File: config.mk
export PLATFORM = sky130hd
export DESIGN_NAME = ccp_mac
export DESIGN_NICKNAME = d
export VERILOG_FILES = /design/src/hw/rtl/ccp_pkg.sv /design/src/hw/rtl/ccp_mac.sv
export SDC_FILE = /design/constraint.sdc
export NUM_CORES = 2
export LEC_CHECK = 0
export ABC_AREA = 1
export BUFFER_PORTS_ARGS = -buffer_cell sky130_fd_sc_hd__buf_2
export CORE_MARGIN = 5
export CORE_UTILIZATION = 30
export DETAILED_ROUTE_END_ITERATION = 10
export SETUP_SLACK_MARGIN = 0.4
export SYNTH_ARGS = -nofsm -noshare
export SYNTH_HDL_FRONTEND = slang
export SYNTH_SLANG_ARGS = --single-unit
export TNS_END_PERCENT = 100
File: constraint.sdc
create_clock -name clk -period 9.75 [get_ports clk]
set_clock_uncertainty 0.05 [all_clocks]
set_input_delay 0.4875 -clock clk [delete_from_list [all_inputs] [get_ports clk]]
set_output_delay 0.4875 -clock clk [all_outputs]
set_load 0.005 [all_outputs]
File: src/hw/rtl/ccp_pkg.sv
// ccp_pkg: shared types, constants and codes for the cross-covariance block.
// Used by ccp_mac, ccp_store and cross_covariance_with_peak; no dependencies.
`timescale 1ns / 1ps

package ccp_pkg;

    localparam int SAMPLE_BITS    = 16;
    localparam int SCALE_BITS     = 17;
    localparam int ENTRY_BITS     = 48;
    localparam int XS_BITS        = SAMPLE_BITS + SCALE_BITS + 1;
    localparam int PROD_BITS      = SAMPLE_BITS + XS_BITS;
    localparam int FRAC_SHIFT     = 16;
    localparam int DEF_MAX_Y_COLS = 16;
    localparam int DEF_MAX_X_COLS = 64;
    localparam int CFG_INDEX_BITS = 2;
    localparam int CFG_DATA_BITS  = 17;

    localparam logic [SCALE_BITS-1:0] SCALE_ONE = 17'd65536;
    localparam logic signed [PROD_BITS-1:0] ROUND_HALF = 50'sd32768;
    localparam logic signed [ENTRY_BITS:0] SUM_MAX = 49'sd140737488355327;
    localparam logic signed [ENTRY_BITS:0] SUM_MIN = -49'sd140737488355327;

    // item modes
    localparam logic [2:0] MODE_LOAD_Y = 3'd0;
    localparam logic [2:0] MODE_LOAD_X = 3'd1;
    localparam logic [2:0] MODE_FINISH = 3'd2;
    localparam logic [2:0] MODE_READ   = 3'd3;
    localparam logic [2:0] MODE_CLEAR  = 3'd4;

    // register indexes
    localparam logic [CFG_INDEX_BITS-1:0] CFG_SCALE     = 2'd0;
    localparam logic [CFG_INDEX_BITS-1:0] CFG_Y_COLUMNS = 2'd1;
    localparam logic [CFG_INDEX_BITS-1:0] CFG_X_COLUMNS = 2'd2;

    typedef struct packed {
        logic [2:0]                    mode;
        logic signed [SAMPLE_BITS-1:0] value;
        logic                          last_in_row;
        logic [3:0]                    read_row;
        logic [5:0]                    read_col;
    } in_item_t;

    typedef struct packed {
        logic signed [ENTRY_BITS-1:0] result_value;
        logic                         is_peak;
    } out_item_t;

    typedef enum logic [1:0] {
        MAC_HOLD,
        MAC_SCALE,
        MAC_ENTRY
    } mac_op_t;

    typedef enum logic [3:0] {
        ST_CLEAR,
        ST_IDLE,
        ST_XSCALE,
        ST_XACC,
        ST_XLAST,
        ST_SCAN,
        ST_SCANLAST,
        ST_READ,
        ST_READWAIT,
        ST_EMIT
    } state_t;

endpackage

File: src/hw/rtl/ccp_mac.sv
// ccp_mac: shared multiplier with round, accumulate and saturate stage.
// Depends on ccp_pkg.
`timescale 1ns / 1ps

module ccp_mac
(
    input  logic                                  clk,
    input  ccp_pkg::mac_op_t                      op,
    input  logic signed [ccp_pkg::SAMPLE_BITS-1:0] a,
    input  logic [ccp_pkg::SCALE_BITS-1:0]        sc,
    input  logic signed [ccp_pkg::ENTRY_BITS-1:0] rd_data,
    output logic signed [ccp_pkg::ENTRY_BITS-1:0] wr_data
);

    logic signed [ccp_pkg::XS_BITS-1:0]   xs_reg;
    logic signed [ccp_pkg::PROD_BITS-1:0] prod_reg;
    logic signed [ccp_pkg::XS_BITS-1:0]   mult_b;
    logic signed [ccp_pkg::PROD_BITS-1:0] prod_full;
    logic signed [ccp_pkg::PROD_BITS-1:0] rnd;
    logic signed [ccp_pkg::PROD_BITS-1:0] term;
    logic signed [ccp_pkg::ENTRY_BITS:0]  sum;

    // one multiplier: x*scale first, then y*(x*scale) per entry
    assign mult_b    = (op == ccp_pkg::MAC_SCALE)
                     ? $signed({{(ccp_pkg::XS_BITS - ccp_pkg::SCALE_BITS){1'b0}}, sc})
                     : xs_reg;
    assign prod_full = a * mult_b;

    always_ff @(posedge clk)
    begin
        case (op)
            ccp_pkg::MAC_SCALE: xs_reg   <= prod_full[ccp_pkg::XS_BITS-1:0];
            ccp_pkg::MAC_ENTRY: prod_reg <= prod_full;
            default: ;
        endcase
    end

    // round half up, drop scale fraction, add, clamp symmetric
    assign rnd  = prod_reg + ccp_pkg::ROUND_HALF;
    assign term = rnd >>> ccp_pkg::FRAC_SHIFT;
    assign sum  = {rd_data[ccp_pkg::ENTRY_BITS-1], rd_data} + term[ccp_pkg::ENTRY_BITS:0];

    always_comb
    begin
        if (sum > ccp_pkg::SUM_MAX)
            wr_data = ccp_pkg::SUM_MAX[ccp_pkg::ENTRY_BITS-1:0];
        else if (sum < ccp_pkg::SUM_MIN)
            wr_data = ccp_pkg::SUM_MIN[ccp_pkg::ENTRY_BITS-1:0];
        else
            wr_data = sum[ccp_pkg::ENTRY_BITS-1:0];
    end

endmodule

# Word level (Yosys, flattened, before mapping)
# Cells that the tools add are included.
totals:
  wordCells: 12
  in_bits: 84
  register_bits: 84
  out_inout_bits: 48
op_classes:
  muxes: 3
  n_addsub: 2
  eq_ne: 2
  n_mul: 1
  magnitude_cmp: 2
op_table:
  columns: ["op", "count"]
  rows:
  - ["$mux 48", 2]
  - ["$add 50x17->50 const B", 1]
  - ["$mul 16x34->50", 1]
  - ["$add 48x34->49", 1]
  - ["$gt 49x48->1 const B", 1]
  - ["$lt 49x48->1 const B", 1]
  - ["$mux 34", 1]
  - ["$eq 2x1->1 const B", 1]
  - ["$eq 2x2->1 const B", 1]

# Logic depth before layout (Yosys ltp)
depth:
  word_depth: 5
  ltp_mapped: 36

# Least setup slack after synthesis
# OpenSTA, ideal clock, no wires.
synth_path:
  path_type: "input to register"
  from: "in op[1]"
  to: "reg prod_reg[45] in the netlist's numbering, data pin"
  arrival_ns: 7.445
  path_buffers: 2
  setup_time_ns: 0.259
  path_stages: 31
  setup_slack_ns: 1.996
  path_cell_list: "inv_1 nand2_1 inv_1 clkbuf_1 or2_2 o21ai_0 inv_1 clkbuf_1 nand2_1 fa_1 inv_1 fa_1 fa_1 fa_1 fa_1 inv_1 fa_1 inv_1 ha_1 a21oi_1 inv_1 a21oi_1 inv_1 a21oi_1 nand2_1 a31oi_1 inv_1 nand2_1 o211ai_1 a21oi_1 xnor2_1"
synth_between:
  elab_chain_cells: 3
synth_lines:
  columns: ["item", "line", "text"]
  rows:
  - ["start, declared", "ccp_mac.sv:8", "input ccp_pkg::mac_op_t op,"]
  - ["$eq 2x1->1", "ccp_mac.sv:24", "assign mult_b = (op == ccp_pkg::MAC_SCALE)"]
  - ["$mux 34", "ccp_mac.sv:25", "? $signed({{(ccp_pkg::XS_BITS - ccp_pkg::SCALE_BITS){1'b0}}, sc})"]
  - ["$mul 16x34->50", "ccp_mac.sv:27", "assign prod_full = a * mult_b;"]
  - ["via prod_full, one bit", "ccp_mac.sv:18", "logic signed [ccp_pkg::PROD_BITS-1:0] prod_full;"]
  - ["end signal, assigned", "ccp_mac.sv:33", "ccp_pkg::MAC_ENTRY: prod_reg <= prod_full;"]
  - ["end, declared", "ccp_mac.sv:16", "logic signed [ccp_pkg::PROD_BITS-1:0] prod_reg;"]
# The timed path passes the listed nets, and every way through them passes these cells.
# A chain may end at the register's enable or synchronous reset.

# Worst setup path in the final report
# Same ends and word-level chain as after synthesis.

==> metrics.txt <==
status=finished, final reports clean; Hold-fix buffers, CTS=0; WP buf/inv=12; first-pass GRT wire length=132000 µm; total wire length=83400 µm; drt first pass iters=6; CP max stage delay=0.63 ns; syn nets=4354; io pins=132; Post-synth EDFFs=69; Area growth, synth to finish=8.30%; RSZ-0062 raised after global routing=false; fmax=0.122 GHz; crit path max fanout=26; Routability Congestion=0.937; Critical Path Slowest Stage Cell=inv_1; Final min period=8.22 ns; Worst Path Required=9.78 ns; CTS Sinks=69; largest net degree at the start of global routing=48; Rows=109; mapped cell area=26500 µm²; via count=22600; Resized Gates After CTS=0; synth unique cells=45; synth warn=0; CTS tree=built; Syn Inst Count=3588; Initial DRC Count=1705; fin util=32.6%; overall routing resource usage=17.8%; register area=2070 µm²; DR WL/cell=17.2 µm; Die X=307 µm; max_slew headroom=7.71%; crit start category=input pin; async set-reset flop share out of synthesis=0%; Final #Nets=4437; Yosys reg bits=69; Crit. End Element=register; grt total ovfl=0; Core Area=88000 µm²; Tcrit/Tclk final=84.3%; actual slew at the worst max-slew pin=1.37 ns; Root Driver=clkbuf_16; drt drc=0; Main synth FF type=edfxtp_1; clk buf depth=2; fin. max-slew vios=0; setup bufs post-CTS=0; initial core utilization=30.1%; htree depth=3; vias in the first global route=23700; critical path type=in -> reg; Critical Path Most Common Cell=inv_1; antenna violations before repair=9; clk_lat worst skew=0.34 ns; antenna-violating nets left=0; Final Hold Viols=0; Hold Path Class=in -> reg; Syn Area/Cell=7.37 µm²; Multi-input gate area=20400 µm²; sequential fraction of the synthesis area=7.83%; Critical Path AT=8.25 ns; die area=94200 µm²; share of cells above drive strength 1=5.47%; Clock transition at path regs=0.06 ns; vias per cell=4.67; CP delay by family, top=adder cells; die height=307 µm; # port buffers=131; fill cell count=9549; MaxCap Viol Count=0; max FFs per register=35; CTS Buf Count=9; HPWL after detailed placement=71700 µm; setup tns final=0 ns; final setup vio count=0
[per-layer routing]
metal | routed length [µm] | up-vias | global-route usage [%]
met1 | 35700 | 11000 | 24.0
met4 | 2920 | 10 | 5.49
li1 | - | 10700 | -
met2 | 38700 | 814 | 30.1
met5 | 69 | - | 0
met3 | 6040 | 138 | 2.18
[cell families (layout without fill, tap and decap cells)]
kind of cell	count (synthesis)	in the layout	synth area share (%)
AOI/OAI and AO/OA	239	239	5.02
xor gates and xnor gates	91	91	3.01
adders and majority gates	682	682	46.9
buffers and inverters	1049	1137	15.1
DFF	69	69	7.83
other	0	4	0
and+or+nand+nor	1458	1458	22.2
[final cells by class]
cell class                      count  area share [%]
Multi-Input combinational cell   2470            71.2
Inverter                          976            12.8
Sequential cell                    69            7.23
Tap cell                         1165            5.09
Timing Repair Buffer              145            2.66
Clock buffer                       10           0.799
Clock inverter                      6           0.188
Antenna cell                        4          0.0349
[stage by stage]
stage	area, µm²	cells	hold WS (ns)	setup WS [ns]
after floorplan	26500	3588	0.700	2.00
after global placement	28400	4825	0.966	1.24
after detailed placement	28400	4825	0.972	1.14
after CTS	28600	4841	0.624	1.46
after global routing	28600	4841	0.641	1.03
final	28600	4845	0.618	1.53
[layout by cell type (no fill, tap or decap), drive strengths merged, types with 17 or more instances in the layout]
master / instances
nor2: 414
inv: 952
nor3: 26
nand3: 74
nand3b: 17
edfxtp: 69
a31oi: 33
fa: 515
nand4: 20
clkinv: 28
nand2: 881
o21ai: 71
xnor2: 38
ha: 167
a21oi: 100
buf: 145
xor2: 53
[worst reg2reg max path: stages, from the launching register on]
cell and delay (ns):
edfxtp_1 0.37, or2_2 0.33, o21ai_1 0.54, clkinv_1 0.59
nor2_1 0.28, fa_1 0.49, fa_1 0.53, fa_1 0.56
fa_1 0.53, fa_1 0.51, fa_1 0.55, ha_1 0.43
a21oi_1 0.20, inv_1 0.07, a21oi_1 0.18, inv_1 0.08
a21oi_1 0.14, nand2_1 0.07, a31oi_1 0.33, inv_1 0.08
nand2_1 0.07, o211ai_1 0.12, a21oi_1 0.19, xnor2_1 0.08
[cells in the mapped netlist, drive strengths merged (2+ instances only)]
master	count	area, µm²
buf	14	101
o21ai	71	355
o21bai	10	75.1
nor4	7	43.8
nand3b	17	128
and3	7	43.8
a21oi	100	500
o21a	3	22.5
o31ai	2	15.0
or2	10	62.6
nand2	881	3350
clkinv	24	90.1
nor2	414	1570
fa	515	10300
edfxtp	69	2070
nand3	74	375
nand4	20	125
a211oi	2	15.0
inv	952	3570
nor3	26	155
clkbuf	59	221
a21o	6	45.0
o211ai	5	37.5
xnor2	38	333
a31oi	33	206
xor2	53	464
a21boi	2	15.0
ha	167	2090
[path summary, 6_finish.rpt]
check | start | endpoint | slack (ns) | cells past startpoint
setup / recovery | op[1] | prod_reg[45] | 1.53 | 32
hold / removal | op[0] | prod_reg[15] | 0.62 | 2
setup reg to reg | xs_reg[7] | prod_reg[45] | 2.13 | 23
hold reg to reg | xs_reg[0] | xs_reg[0] | 1.19 | 4
Power is left out: the tool's default activity adds up to more than one toggle a clock period on the data nets, which glitch-free logic cannot reach.
